--- config.mk ---
export PLATFORM = sky130hd
export DESIGN_NAME = hamming_codec_unit
export DESIGN_NICKNAME = d
export VERILOG_FILES = /design/src/rtl/core/hc_pkg.sv /design/src/rtl/core/hamming_codec_unit.sv
export SDC_FILE = /design/constraint.sdc
export NUM_CORES = 1
export LEC_CHECK = 0
export BUFFER_PORTS_ARGS = -buffer_cell sky130_fd_sc_hd__buf_2
export CELL_PAD_IN_SITES_DETAIL_PLACEMENT = 1
export CELL_PAD_IN_SITES_GLOBAL_PLACEMENT = 1
export CORE_MARGIN = 2
export CORE_UTILIZATION = 43
export CTS_BUF_LIST = sky130_fd_sc_hd__clkbuf_8
export DETAILED_ROUTE_END_ITERATION = 16
export PLACE_DENSITY = 0.83
export SETUP_SLACK_MARGIN = 0.2
export SLEW_MARGIN = 15
export SYNTH_ARGS = -nofsm -noshare
export SYNTH_HDL_FRONTEND = slang
export SYNTH_SLANG_ARGS = --single-unit
--- constraint.sdc ---
create_clock -name i_clk -period 18.3 [get_ports i_clk]
set_clock_uncertainty 0.15 [all_clocks]
set_input_delay 3.66 -clock i_clk [delete_from_list [all_inputs] [get_ports i_clk]]
set_output_delay 3.66 -clock i_clk [all_outputs]
set_load 0.01 [all_outputs]
--- src/rtl/core/hc_pkg.sv ---
// ============================================================================
// hc_pkg
// Shared types, constants and bit-placement functions of the Hamming codec.
// ============================================================================
package hc_pkg;

    localparam int C_WORD_W      = 63;
    localparam int C_LEN_W       = 6;
    localparam int C_MAX_DATA_BITS = 57;
    localparam logic [C_LEN_W-1:0] C_DATA_LEN_RST = C_LEN_W'(4);

    typedef logic [C_WORD_W-1:0] t_word;
    typedef logic [C_LEN_W-1:0]  t_len;

    typedef enum logic {
        OP_ENCODE = 1'b0,
        OP_DECODE = 1'b1
    } t_op;

    // Clamp data length to 1..C_MAX_DATA_BITS.
    function automatic t_len sat_len(input t_len k);
        t_len res;
        res = k;
        if (k == '0) begin
            res = C_LEN_W'(1);
        end else if (k > C_LEN_W'(C_MAX_DATA_BITS)) begin
            res = C_LEN_W'(C_MAX_DATA_BITS);
        end
        return res;
    endfunction

    // Codeword length k + r, smallest r with 2^r >= k + r + 1.
    function automatic t_len cw_len(input t_len k);
        logic [7:0] r;
        logic [7:0] pw;
        r  = '0;
        pw = 8'd1;
        for (int i = 0; i < 7; i++) begin
            if (pw < ({2'b00, k} + r + 8'd1)) begin
                r  = r + 8'd1;
                pw = {pw[6:0], 1'b0};
            end
        end
        return C_LEN_W'({2'b00, k} + r);
    endfunction

    // Data bit j goes to the j-th position that is not a power of two.
    function automatic t_word scatter(input t_word d);
        t_word res;
        int    j;
        res = '0;
        j   = 0;
        for (int p = 1; p <= C_WORD_W; p++) begin
            if ((p & (p - 1)) != 0) begin
                res[p-1] = d[j];
                j        = j + 1;
            end
        end
        return res;
    endfunction

    // XOR of the positions of all set bits.
    function automatic t_len syndrome(input t_word cw);
        t_len s;
        s = '0;
        for (int p = 1; p <= C_WORD_W; p++) begin
            if (cw[p-1]) begin
                s = s ^ C_LEN_W'(p);
            end
        end
        return s;
    endfunction

    // Bit p-1 set for every position p <= n.
    function automatic t_word len_mask(input t_len n);
        t_word res;
        for (int p = 1; p <= C_WORD_W; p++) begin
            res[p-1] = (C_LEN_W'(p) <= n);
        end
        return res;
    endfunction

    // One-hot at position s (none when s is 0).
    function automatic t_word pos_hot(input t_len s);
        t_word res;
        for (int p = 1; p <= C_WORD_W; p++) begin
            res[p-1] = (s == C_LEN_W'(p));
        end
        return res;
    endfunction

endpackage

--- src/rtl/core/hamming_codec_unit.sv ---
// ============================================================================
// hamming_codec_unit
// Single-error-correcting Hamming encoder/decoder with configurable data length.
// Stages: input register -> XOR trees -> result register (2 register stages).
// Throughput: one word per cycle unless the output stalls.
// Reset: synchronous active low; pipeline emptied, data length set to 4.
// ============================================================================
module hamming_codec_unit
    import hc_pkg::*;
(
    input  logic               i_clk,
    input  logic               i_rst_n,
    input  logic               i_cfg_valid,
    output logic               o_cfg_ready,
    input  logic [C_LEN_W-1:0] i_cfg_data_length,
    input  logic               i_in_valid,
    output logic               o_in_ready,
    input  logic               i_operation,
    input  logic [C_WORD_W-1:0] i_word_in,
    output logic               o_out_valid,
    input  logic               i_out_ready,
    output logic [C_WORD_W-1:0] o_word_out,
    output logic               o_error_found,
    output logic [C_LEN_W-1:0] o_error_position,
    output logic               o_uncorrectable
);

    t_len  r_n;
    logic  r_s1_valid;
    t_op   r_s1_op;
    t_word r_s1_word;
    logic  r_out_valid;
    t_word r_word_out;
    logic  r_found;
    t_len  r_pos;
    logic  r_bad;

    logic  adv;
    t_word mask;
    t_word enc_data;
    t_len  enc_syn;
    t_word enc_word;
    t_word dec_cw;
    t_len  dec_syn;
    logic  dec_bad;
    t_word n_word_out;
    logic  n_found;
    t_len  n_pos;
    logic  n_bad;

    assign o_cfg_ready = 1'b1;
    assign adv         = !r_out_valid || i_out_ready;
    assign o_in_ready  = !r_s1_valid || adv;

    always_ff @(posedge i_clk) begin
        if (!i_rst_n) begin
            r_n <= cw_len(C_DATA_LEN_RST);
        end else if (i_cfg_valid) begin
            r_n <= cw_len(sat_len(i_cfg_data_length));
        end
    end

    always_comb begin
        mask     = len_mask(r_n);
        enc_data = scatter(r_s1_word) & mask;
        enc_syn  = syndrome(enc_data);
        enc_word = enc_data;
        for (int i = 0; i < C_LEN_W; i++) begin
            enc_word[(1 << i) - 1] = enc_syn[i];
        end
        dec_cw  = r_s1_word & mask;
        dec_syn = syndrome(dec_cw);
        dec_bad = (dec_syn > r_n);
        if (r_s1_op == OP_DECODE) begin
            n_word_out = dec_bad ? dec_cw : (dec_cw ^ pos_hot(dec_syn));
            n_found    = (dec_syn != '0);
            n_pos      = dec_syn;
            n_bad      = dec_bad;
        end else begin
            n_word_out = enc_word;
            n_found    = 1'b0;
            n_pos      = '0;
            n_bad      = 1'b0;
        end
    end

    always_ff @(posedge i_clk) begin
        if (!i_rst_n) begin
            r_s1_valid  <= 1'b0;
            r_out_valid <= 1'b0;
        end else begin
            if (o_in_ready) begin
                r_s1_valid <= i_in_valid;
            end
            if (adv) begin
                r_out_valid <= r_s1_valid;
            end
        end
    end

    always_ff @(posedge i_clk) begin
        if (o_in_ready && i_in_valid) begin
            r_s1_op   <= t_op'(i_operation);
            r_s1_word <= i_word_in;
        end
        if (adv && r_s1_valid) begin
            r_word_out <= n_word_out;
            r_found    <= n_found;
            r_pos      <= n_pos;
            r_bad      <= n_bad;
        end
    end

    assign o_out_valid      = r_out_valid;
    assign o_word_out       = r_word_out;
    assign o_error_found    = r_found;
    assign o_error_position = r_pos;
    assign o_uncorrectable  = r_bad;

`ifndef SYNTHESIS
    a_bad_implies_found: assert property (@(posedge i_clk) disable iff (!i_rst_n)
        (o_out_valid && o_uncorrectable) |-> o_error_found)
        else $error("uncorrectable without error_found");

    a_found_pos: assert property (@(posedge i_clk) disable iff (!i_rst_n)
        (o_out_valid && !o_error_found) |-> (o_error_position == '0 && !o_uncorrectable))
        else $error("position reported without error");

    a_cw_len: assert property (@(posedge i_clk) disable iff (!i_rst_n)
        r_n >= C_LEN_W'(3))
        else $error("codeword length out of range");

    a_adv_move: assert property (@(posedge i_clk) disable iff (!i_rst_n)
        (r_s1_valid && adv) |=> o_out_valid)
        else $error("stage 1 word lost");
`endif

endmodule

==> implementation parameters, run 1 <==
Parameter                              Value

Outcome
  Run status ... complete, no violations

Drt
  First-pass DRT Iterations ... 5
  Drc violations ... 0
  Initial DRC Count ... 1206
  Total number of vias ... 11732
  Avg WL per Cell ... between 20 and 30 um
  Per-cell via count in the routed design ... 6.185
  Number of nets still failing antenna checks after routing ... 0
  Total Routed Length ... 52890 um

Final layout
  Synthesis-to-finish area growth ... 17.37%
  Most common cell after layout, fill and taps aside ... sky130_fd_sc_hd__xnor2_1
  Number of antenna diodes ... 0
  Final net count ... 1634
  Post-layout util ... 0.5093
  Commonest cells after routing, fill and taps aside ... sky130_fd_sc_hd__xnor2_1, sky130_fd_sc_hd__buf_2, sky130_fd_sc_hd__nand2_1
  Fraction of final layout cells sized beyond drive strength 1 ... 0.2502
  Number of standard cells in the layout, taps in and fillers out ... ~1900

Yosys
  Ys flop type ... sky130_fd_sc_hd__edfxtp_1
  Portion of the post-synthesis area used by sequential elements ... 0.3303
  Post-synthesis cell count ... roughly 1300
  Yosys synthesis warning count ... 0
  Area share of the leading cell type in the synthesized netlist ... 0.3177
  Cell types occupying the most area after synthesis ... sky130_fd_sc_hd__edfxtp_1, sky130_fd_sc_hd__xnor2_1, sky130_fd_sc_hd__ha_1
  Number of synthesized register bits ... 143
  Total standard cell area after synthesis ... 12760 um^2
  Number of distinct library cells after synthesis ... 95
  Syn_area_per_cell ... 9.558 um^2
  Number of flops mapped to enable cells by yosys ... 135
  Post-synthesis async set-or-reset flop share ... 0
  Library cell with the largest summed area after synthesis ... sky130_fd_sc_hd__edfxtp_1

STA
  Number of endpoints with negative hold slack in the final report ... 0
  Slew Limit Fails ... 0
  Unrepaired setup endpoints after global routing ... true
  Total negative setup slack ... 0 ns
  Crit path time final ... 18.03 ns
  Max transition margin ... 0.2231
  Slew @ Worst Pin ... 1.156 ns
  Setup violations, final ... 0
  Final period util ... 0.9852
  FMAX ... 55.46 MHz

Placement
  Post-detail-place hpwl ... 39820 um
  GPL Wtd Cong ... approximately 1.0
  Port Buffer Count ... 147
  Inst Count DP ... between 1500 and 2000

Floorplanning
  Die span in x ... 176.3 um
  Placeable core area ... about 29000 um^2
  Full die area ... 31070 um^2
  Number of placed I/O pins ... 149
  Initial core utilization ... 0.4340
  Floorplan die height ... about 180 um
  Number of placement rows ... 63

Clocking
  CTS tree ... built
  Clock-pin slew on the worst setup and hold paths ... approximately 0.1 ns
  Later-pin clock latency in the skew report ... 0.50 ns
  Number of clock buffers inserted by TritonCTS ... 17
  Root buf cell ... sky130_fd_sc_hd__clkbuf_8
  Maximum buffer depth of the clock tree ... 2
  Clock sinks ... 143
  Number of H-tree branching levels ... 4

Worst setup path
  Flop-to-flop setup slack ... about 11 ns
  Endpoint arrival time on the critical path ... ~18 ns
  Maximum single-stage delay on the critical path ... 0.53 ns
  Crit path top cell by count ... sky130_fd_sc_hd__ha_4
  Crit. End Element ... flop
  Launch point of the worst reg-to-reg path ... r_n[3]
  Critical path launch point ... i_cfg_data_length[2]
  Endpoint of the worst register-to-register path ... o_word_out[25]
  Crit path required time ... 18.59 ns
  Crit Path Category ... primary input to flop
  R2R cell count ... 22
  CP max-delay cell ... sky130_fd_sc_hd__or4_1
  Worst Setup Start Kind ... primary input
  CP Max Fanout ... 6

Worst hold path
  Hold path cells ... 1
  Path class of the lowest-slack min-delay path ... flop to flop
  Worst-case hold path end point ... o_out_valid
  Worst hold path startpoint ... r_s1_valid

GRT
  Pin count of the biggest net entering global routing ... 72
  Met3 usage ... 0.04866
  Via count of the first global-routing pass ... 11503
  Gr usage total ... 0.3315
  Initial antenna violation count ... 0
  Wire length of the first global-routing pass ... about 75000 um
  Leftover overflow at the end of global routing ... 0
  Routing usage on met1 ... 0.4533
  GR Layer Usage met2 ... 0.5147
  Busiest layer in global routing ... met2

Run
  Number of max-capacitance violations reported ... 0
==> cells by family after synthesis <==
group,share of synthesized area
other,0.0005886
multiplexers,0.02775
buffers and inverters,0.04766
AO/OA/AOI/OAI,0.1676
flip-flops,0.3303
AND/OR/NAND/NOR,0.1675
XOR/XNOR,0.1898
adder cells (fa/ha/maj),0.06884
==> stage by stage <==
step	hold slack (ns)	setup slack [ns]	instance area (um^2)
after floorplan	0.3268	0.2058	12830
after global placement	0.3488	-0.04723	13930
after detailed placement	0.3741	-0.8446	13930
after CTS	0.3921	0.2120	14450
after global routing	0.4109	-0.4508	14980
final	0.4016	0.2702	14980
==> layout make-up <==
cell class / instances / area [um^2]
tap: 390 / 488.0
sequential: 143 / 4215
timing repair buffer: 220 / 1309
fill: 3369 / 14430
inverter: 41 / 158.9
clock inverter: 15 / 185.2
clock buffer: 17 / 234.0
multi-input combinational: 1071 / 8386
==> worst max path at each step <==
stage                     endpoint  slack (ns)  cells after the start
after floorplan             r_n[5]        0.21                     79
after global placement      r_n[5]       -0.05                     81
after detailed placement    r_n[5]       -0.84                     81
after CTS                   r_n[4]        0.21                     78
after global routing        r_n[5]       -0.45                     80
final                       r_n[4]        0.27                     81
==> routing by layer <==
metal	wire [um]	part of all wire	vias up
met5	0	0	-
met4	2927	0.055	0
met3	4302	0.081	156
met2	23850	0.45	628
met1	21810	0.41	5789
li1	-	-	5159
==> sequential cells by signal, summed over array words and instances, names as in the netlist <==
signal and flops:
o_error_found 1, o_error_position 6, o_out_valid 1, o_uncorrectable 1, o_word_out 63, r_n 6
r_s1_op 1, r_s1_valid 1, r_s1_word 63
==> critical path, delay by kind of cell <==
family	cells	cell delay, ns
buffers and inverters	6	0.76
and+or+nand+nor	19	2.88
muxes	5	1.09
AOI/OAI and AO/OA	32	5.34
xor gates and xnor gates	5	0.74
adders and majority gates	14	3.82
==> Yosys cell counts (8+ instances only) <==
master                     instances
sky130_fd_sc_hd__and3_1           14
sky130_fd_sc_hd__o21ai_1           8
sky130_fd_sc_hd__o211ai_1         38
sky130_fd_sc_hd__o21ai_0          67
sky130_fd_sc_hd__clkbuf_1         44
sky130_fd_sc_hd__nor2_1           66
sky130_fd_sc_hd__o221ai_1          8
sky130_fd_sc_hd__xnor2_1         157
sky130_fd_sc_hd__o21a_1           11
sky130_fd_sc_hd__nand3_1          55
sky130_fd_sc_hd__nor2b_1          27
sky130_fd_sc_hd__mux2i_1          32
sky130_fd_sc_hd__buf_4             9
sky130_fd_sc_hd__xor2_1           63
sky130_fd_sc_hd__edfxtp_1        135
sky130_fd_sc_hd__ha_1             59
sky130_fd_sc_hd__a21o_1           18
sky130_fd_sc_hd__nand3b_1          9
sky130_fd_sc_hd__o32a_1            8
sky130_fd_sc_hd__nand2b_1         14
sky130_fd_sc_hd__inv_1            33
sky130_fd_sc_hd__nand2_1         148
sky130_fd_sc_hd__and2_1           13
sky130_fd_sc_hd__buf_2            16
sky130_fd_sc_hd__nand4_1          10
sky130_fd_sc_hd__a21oi_1          64
sky130_fd_sc_hd__xnor3_1          12
sky130_fd_sc_hd__a31oi_1          17
sky130_fd_sc_hd__dfxtp_1           8
==> repair_timing <==
| action | 4_1_cts | 5_1_grt |
|---|---|---|
| gates resized for setup | 11 | 76 |
| setup endpoints to repair | 5 | 6 |
| cloned | 0 | 0 |
| hold buffers | 0 | 0 |
| setup buffers | 7 | 25 |
| pin swaps | 3 | 54 |
Power of run 1 is not shown: default switching activity piles up to over one toggle a cycle in this logic, so the estimate is an artifact.
==> run 2: changes to the inputs <==
CELL_PAD_IN_SITES_GLOBAL_PLACEMENT = 2   (was 1)
CORE_UTILIZATION = 35   (was 43)
==> run 2 against run 1 <==
Maximum frequency grew 2.2%; worst setup slack gained 0.39 ns; cell area is 0.45% higher; flip-flop and latch count unchanged; critical path type unchanged; critical endpoint is now r_n[5].
==> implementation parameters, run 2 (synthesis results as in run 1) <==
Parameter                              Value

Outcome
  Run status ... complete, no violations (unchanged)

GRT
  Via count of the first global-routing pass ... 11506 (was 11503)
  Wire length of the first global-routing pass ... 77610 um (was 75310 um)
  Leftover overflow at the end of global routing ... 0 (unchanged)
  Pin count of the biggest net entering global routing ... 72 (unchanged)
  Gr usage total ... 0.2797 (was 0.3315)
  Initial antenna violation count ... 0 (unchanged)

Placement
  Post-detail-place hpwl ... 41140 um (was 39820 um)
  Post-place instance area ... 14030 um^2 (was 13930 um^2)
  GPL Wtd Cong ... 0.9658 (was 1.008)
  Port Buffer Count ... 147 (unchanged)

Drt
  First-pass DRT Iterations ... 5 (unchanged)
  Initial DRC Count ... 984 (was 1206)
  Drc violations ... 0 (unchanged)
  Per-cell via count in the routed design ... 5.812 (was 6.185)
  Total number of vias ... 11415 (was 11732)
  Total Routed Length ... 53520 um (was 52890 um)
  Number of nets still failing antenna checks after routing ... 0 (unchanged)
  Avg WL per Cell ... 27.25 um (was 27.88 um)

Final layout
  Commonest cells after routing, fill and taps aside ... sky130_fd_sc_hd__xnor2_1, sky130_fd_sc_hd__buf_2, sky130_fd_sc_hd__nand2_1 (unchanged)
  Most common cell after layout, fill and taps aside ... sky130_fd_sc_hd__xnor2_1 (unchanged)
  Synthesis-to-finish area growth ... 17.90% (was 17.37%)
  Final standard cell area without fillers ... 15040 um^2 (was 14980 um^2)
  Final net count ... 1631 (was 1634)
  Fraction of final layout cells sized beyond drive strength 1 ... 0.2442 (was 0.2502)
  Number of antenna diodes ... 0 (unchanged)

Floorplanning
  Initial core utilization ... 0.3570 (was 0.4340)
  Placeable core area ... 35740 um^2 (was 29400 um^2)
  Floorplan die height ... 194.9 um (was 176.3 um)
  Die span in x ... 194.9 um (was 176.3 um)
  Number of placed I/O pins ... 149 (unchanged)
  Full die area ... 38000 um^2 (was 31070 um^2)
  Number of placement rows ... 69 (was 63)

STA
  Max transition margin ... 0.1855 (was 0.2231)
  Number of endpoints with negative hold slack in the final report ... 0 (unchanged)
  Final period util ... 0.9637 (was 0.9852)
  FMAX ... 56.70 MHz (was 55.46 MHz)
  Setup violations, final ... 0 (unchanged)
  Slew @ Worst Pin ... 1.209 ns (was 1.156 ns)
  Crit path time final ... 17.64 ns (was 18.03 ns)
  Unrepaired setup endpoints after global routing ... true (unchanged)
  Total negative setup slack ... 0 ns (unchanged)
  Slew Limit Fails ... 0 (unchanged)

Run
  Number of max-capacitance violations reported ... 0 (unchanged)

Clocking
  Number of clock buffers inserted by TritonCTS ... 17 (unchanged)
  Clock sinks ... 143 (unchanged)
  Later-pin clock latency in the skew report ... 0.52 ns (was 0.50 ns)
  CTS tree ... built (unchanged)
  Clock-pin slew on the worst setup and hold paths ... 0.11 ns (was 0.10 ns)
  Maximum buffer depth of the clock tree ... 2 (unchanged)
  Number of H-tree branching levels ... 4 (unchanged)
  Post-CTS Hold Buffers ... 0 (unchanged)
  Root buf cell ... sky130_fd_sc_hd__clkbuf_8 (unchanged)

Worst setup path
  Number of buffers and inverters on the critical path ... 7 (was 6)
  Endpoint of the worst register-to-register path ... o_word_out[25] (unchanged)
  Maximum single-stage delay on the critical path ... 0.54 ns (was 0.53 ns)
  Critical path launch point ... i_cfg_data_length[2] (unchanged)
  Crit path required time ... 18.58 ns (was 18.59 ns)
  Worst Setup Start Kind ... primary input (unchanged)
  Launch point of the worst reg-to-reg path ... r_n[4] (was r_n[3])
  Critical path depth ... 80 (was 81)
  R2R cell count ... 21 (was 22)
  Critical path destination ... r_n[5] (was r_n[4])
  Crit path max-delay family ... compound AO/OA/AOI/OAI gates (unchanged)
  Crit. End Element ... flop (unchanged)
  Crit Path Category ... primary input to flop (unchanged)
  CP max-delay cell ... sky130_fd_sc_hd__or4_4 (was sky130_fd_sc_hd__or4_1)
  Endpoint arrival time on the critical path ... 17.91 ns (was 18.32 ns)
  CP Max Fanout ... 5 (was 6)
  Flop-to-flop setup slack ... 10.53 ns (was 10.50 ns)

Worst hold path
  Path class of the lowest-slack min-delay path ... flop to flop (unchanged)
==> run 2: how the worst min path moves through the flow <==
stage	start	end	slack [ns]	cells after the start
2_1_floorplan	r_s1_valid	o_out_valid	0.33	1
3_3_place_gp	r_s1_valid	o_out_valid	0.36	1
3_5_place_dp	r_s1_valid	o_out_valid	0.36	1
4_1_cts	r_s1_valid	o_out_valid	0.40	1
5_1_grt	r_s1_valid	o_out_valid	0.41	1
6_report	r_s1_valid	o_out_valid	0.40	1
==> run 2: final cells by class <==
type | count | area [um^2]
multi-input combinational | 1071 | 8338
tap | 461 | 576.8
sequential | 143 | 4217
clock buffer | 17 | 234.0
inverter | 41 | 158.9
fill | 4114 | 20700
timing repair buffer | 217 | 1301
clock inverter | 14 | 217.7
==> run 2: metal layers <==
metal	vias to the layer above	wire [um]	track usage
met5	-	0	0
met2	480	23860	0.4307
met3	113	3597	0.05188
met1	5679	23410	0.3774
li1	5143	-	-
met4	0	2653	0.1371
==> run 2: per-stage QoR <==
stage          hold WS (ns)  setup slack, ns    util  instances
5_1_grt              0.4147         0.001467  0.4209       1964
6_report             0.3981           0.6637  0.4209       1964
2_1_floorplan        0.3268           0.2058       -       1337
3_5_place_dp         0.3649          -0.6286  0.3927       1906
3_3_place_gp         0.3613         -0.05469  0.3927       1906
4_1_cts              0.3974           0.2340  0.4078       1942
==> run 2: what timing repair did <==
item | 4_1_cts | 5_1_grt
endpoints found under the setup margin | 3 | 6
buffers inserted | 5 | 22
pin swaps | 5 | 64
resized for setup | 10 | 69
Power of run 2 is left out for the same reason.
==> run 3: changes to the inputs <==
RECOVER_POWER = 50   (was unset)
==> run 3 against run 2 <==
The flow now finishes with violations (capacitance limit, slew limit); die area stayed put; cell count stayed put; worst setup slack better by 0.0032 ns; via count is 0.30% lower; sequential share of layout area is 0.11 points higher.
==> implementation parameters, run 3 (synthesis results as in run 1) <==
Parameter                              Value

Final layout
  Fraction of final layout cells sized beyond drive strength 1 ... 0.2335 (was 0.2442)
  Most common cell after layout, fill and taps aside ... sky130_fd_sc_hd__xnor2_1 (unchanged)
  Number of antenna diodes ... 0 (unchanged)
  Post-layout util ... 0.4192 (was 0.4209)
  Final standard cell area without fillers ... 14980 um^2 (was 15040 um^2)
  Commonest cells after routing, fill and taps aside ... sky130_fd_sc_hd__xnor2_1, sky130_fd_sc_hd__nand2_1, sky130_fd_sc_hd__edfxtp_1 (was sky130_fd_sc_hd__xnor2_1, sky130_fd_sc_hd__buf_2, sky130_fd_sc_hd__nand2_1)
  Final net count ... 1631 (unchanged)
  Synthesis-to-finish area growth ... 17.42% (was 17.90%)

Floorplanning
  Number of placement rows ... 69 (unchanged)
  Initial core utilization ... 0.3570 (unchanged)
  Placeable core area ... 35740 um^2 (unchanged)
  Number of placed I/O pins ... 149 (unchanged)
  Die span in x ... 194.9 um (unchanged)
  Full die area ... 38000 um^2 (unchanged)
  Floorplan die height ... 194.9 um (unchanged)

GRT
  Leftover overflow at the end of global routing ... 0 (unchanged)
  Wire length of the first global-routing pass ... 77610 um (unchanged)
  Pin count of the biggest net entering global routing ... 72 (unchanged)
  Via count of the first global-routing pass ... 11506 (unchanged)
  Gr usage total ... 0.2797 (unchanged)
  Initial antenna violation count ... 0 (unchanged)

STA
  Unrepaired setup endpoints after global routing ... true (unchanged)
  Total negative setup slack ... 0 ns (unchanged)
  Crit path time final ... 17.63 ns (was 17.64 ns)
  Setup violations, final ... 0 (unchanged)
  Final period util ... 0.9636 (was 0.9637)
  FMAX ... 56.71 MHz (was 56.70 MHz)
  Slew Limit Fails ... 194 (was 0)
  Number of endpoints with negative hold slack in the final report ... 0 (unchanged)
  Slew @ Worst Pin ... 4.433 ns (was 1.209 ns)
  Max transition margin ... -1.955 (was 0.1855)

Clocking
  Maximum buffer depth of the clock tree ... 2 (unchanged)
  Number of clock buffers inserted by TritonCTS ... 17 (unchanged)
  Later-pin clock latency in the skew report ... 0.52 ns (about the same)
  Clock-pin slew on the worst setup and hold paths ... 0.11 ns (about the same)
  Number of H-tree branching levels ... 4 (unchanged)
  Root buf cell ... sky130_fd_sc_hd__clkbuf_8 (unchanged)
  CTS tree ... built (unchanged)
  Clock sinks ... 143 (unchanged)

Worst setup path
  Crit Path Category ... primary input to flop (unchanged)
  CP Max Fanout ... 5 (unchanged)
  Critical path destination ... r_n[5] (unchanged)
  Crit path required time ... 18.58 ns (about the same)
  R2R cell count ... 22 (was 21)
  Flop-to-flop setup slack ... 8.79 ns (was 10.53 ns)
  Launch point of the worst reg-to-reg path ... r_n[4] (unchanged)
  Endpoint of the worst register-to-register path ... o_word_out[25] (unchanged)
  Critical path launch point ... i_cfg_data_length[2] (unchanged)
  Maximum single-stage delay on the critical path ... 0.54 ns (about the same)
  Crit. End Element ... flop (unchanged)
  Worst Setup Start Kind ... primary input (unchanged)
  Endpoint arrival time on the critical path ... 17.91 ns (about the same)
  CP max-delay cell ... sky130_fd_sc_hd__or4_4 (unchanged)

Placement
  Post-place instance area ... 14030 um^2 (unchanged)
  GPL Wtd Cong ... 0.9658 (unchanged)
  Port Buffer Count ... 147 (unchanged)
  Post-detail-place hpwl ... 41140 um (unchanged)

Outcome
  Run status ... finished, violations left (was complete, no violations)
  Violations in the final reports ... capacitance limit, slew limit

Drt
  Number of nets still failing antenna checks after routing ... 0 (unchanged)
  Highest routed metal layer ... met4 (unchanged)
  Total met3 wirelength after detailed routing ... 3277 um (was 3597 um)
  Drc violations ... 0 (unchanged)
  Met1 Routed Length ... 23730 um (was 23410 um)
  Initial DRC Count ... 980 (was 984)
  Total Routed Length ... 53540 um (was 53520 um)
  Total number of vias ... 11381 (was 11415)
  Per-cell via count in the routed design ... 5.795 (was 5.812)
  Avg WL per Cell ... 27.26 um (was 27.25 um)
  Amount of wire on met2 after detailed routing ... 23840 um (was 23860 um)
  First-pass DRT Iterations ... 5 (unchanged)

Worst hold path
  Path class of the lowest-slack min-delay path ... flop to flop (unchanged)

Run
  Number of max-capacitance violations reported ... 5 (was 0)
-- run 3: changes by cell type in the layout (fill, tap and decap cells not counted) --
| cell | previous run | this run |
|---|---|---|
| sky130_fd_sc_hd__xor2_1 | 62 | 64 |
| sky130_fd_sc_hd__clkbuf_1 | 0 | 13 |
| sky130_fd_sc_hd__buf_2 | 145 | 134 |
| sky130_fd_sc_hd__and2_1 | 12 | 11 |
| sky130_fd_sc_hd__and2_4 | 1 | 0 |
| sky130_fd_sc_hd__and2_0 | 0 | 2 |
| sky130_fd_sc_hd__buf_4 | 66 | 64 |
| sky130_fd_sc_hd__xor2_4 | 2 | 0 |
-- run 3: final cells by class --
class / instances / area (um^2)
clock buffers: 17 / 234.0
clock inverters: 14 / 217.7
fillers: 4121 / 20760
inverters: 41 / 158.9
multi-input cells: 1071 / 8298
flip-flops and latches: 143 / 4217
well taps: 461 / 576.8
repair buffers: 217 / 1280
-- run 3: critical path, delay by kind of cell --
kind | cells | cell delay, ns
AO/OA/AOI/OAI | 31 | 4.67
XOR/XNOR | 8 | 1.12
adder cells (fa/ha/maj) | 15 | 4.12
buffers and inverters | 7 | 0.78
multiplexers | 3 | 0.61
AND/OR/NAND/NOR | 16 | 2.93
-- run 3: metrics by stage --
| step | setup slack (ns) | hold WS (ns) | std cells |
|---|---|---|---|
| 6_report | 0.6670 | 0.3981 | 1964 |
| 5_1_grt | 0.001467 | 0.4147 | 1964 |
| 4_1_cts | 0.2340 | 0.3974 | 1942 |
| 3_5_place_dp | -0.6286 | 0.3649 | 1906 |
| 3_3_place_gp | -0.05469 | 0.3613 | 1906 |
| 2_1_floorplan | 0.2058 | 0.3268 | 1337 |
-- run 3: per-layer routing --
layer / GRT usage / vias up
li1: - / 5149
met1: 0.3774 / 5687
met2: 0.4307 / 431
met3: 0.05188 / 114
met4: 0.1371 / 0
met5: 0 / -
-- run 3: repair_timing --
action | CTS | global route
cloned | 0 | 0
pin swaps | 5 | 64
buffers inserted | 5 | 22
endpoints found under the setup margin | 3 | 6
gates resized for setup | 10 | 69
hold buffers | 0 | 0
-- run 3: worst min-delay path by stage --
| stage | startpoint | end | slack, ns | cells after the start |
|---|---|---|---|---|
| floorplan | r_s1_valid | o_out_valid | 0.33 | 1 |
| global placement | r_s1_valid | o_out_valid | 0.36 | 1 |
| detailed placement | r_s1_valid | o_out_valid | 0.36 | 1 |
| CTS | r_s1_valid | o_out_valid | 0.40 | 1 |
| global route | r_s1_valid | o_out_valid | 0.41 | 1 |
| finish | r_s1_valid | o_out_valid | 0.40 | 1 |
Power of run 3 is left out for the same reason.
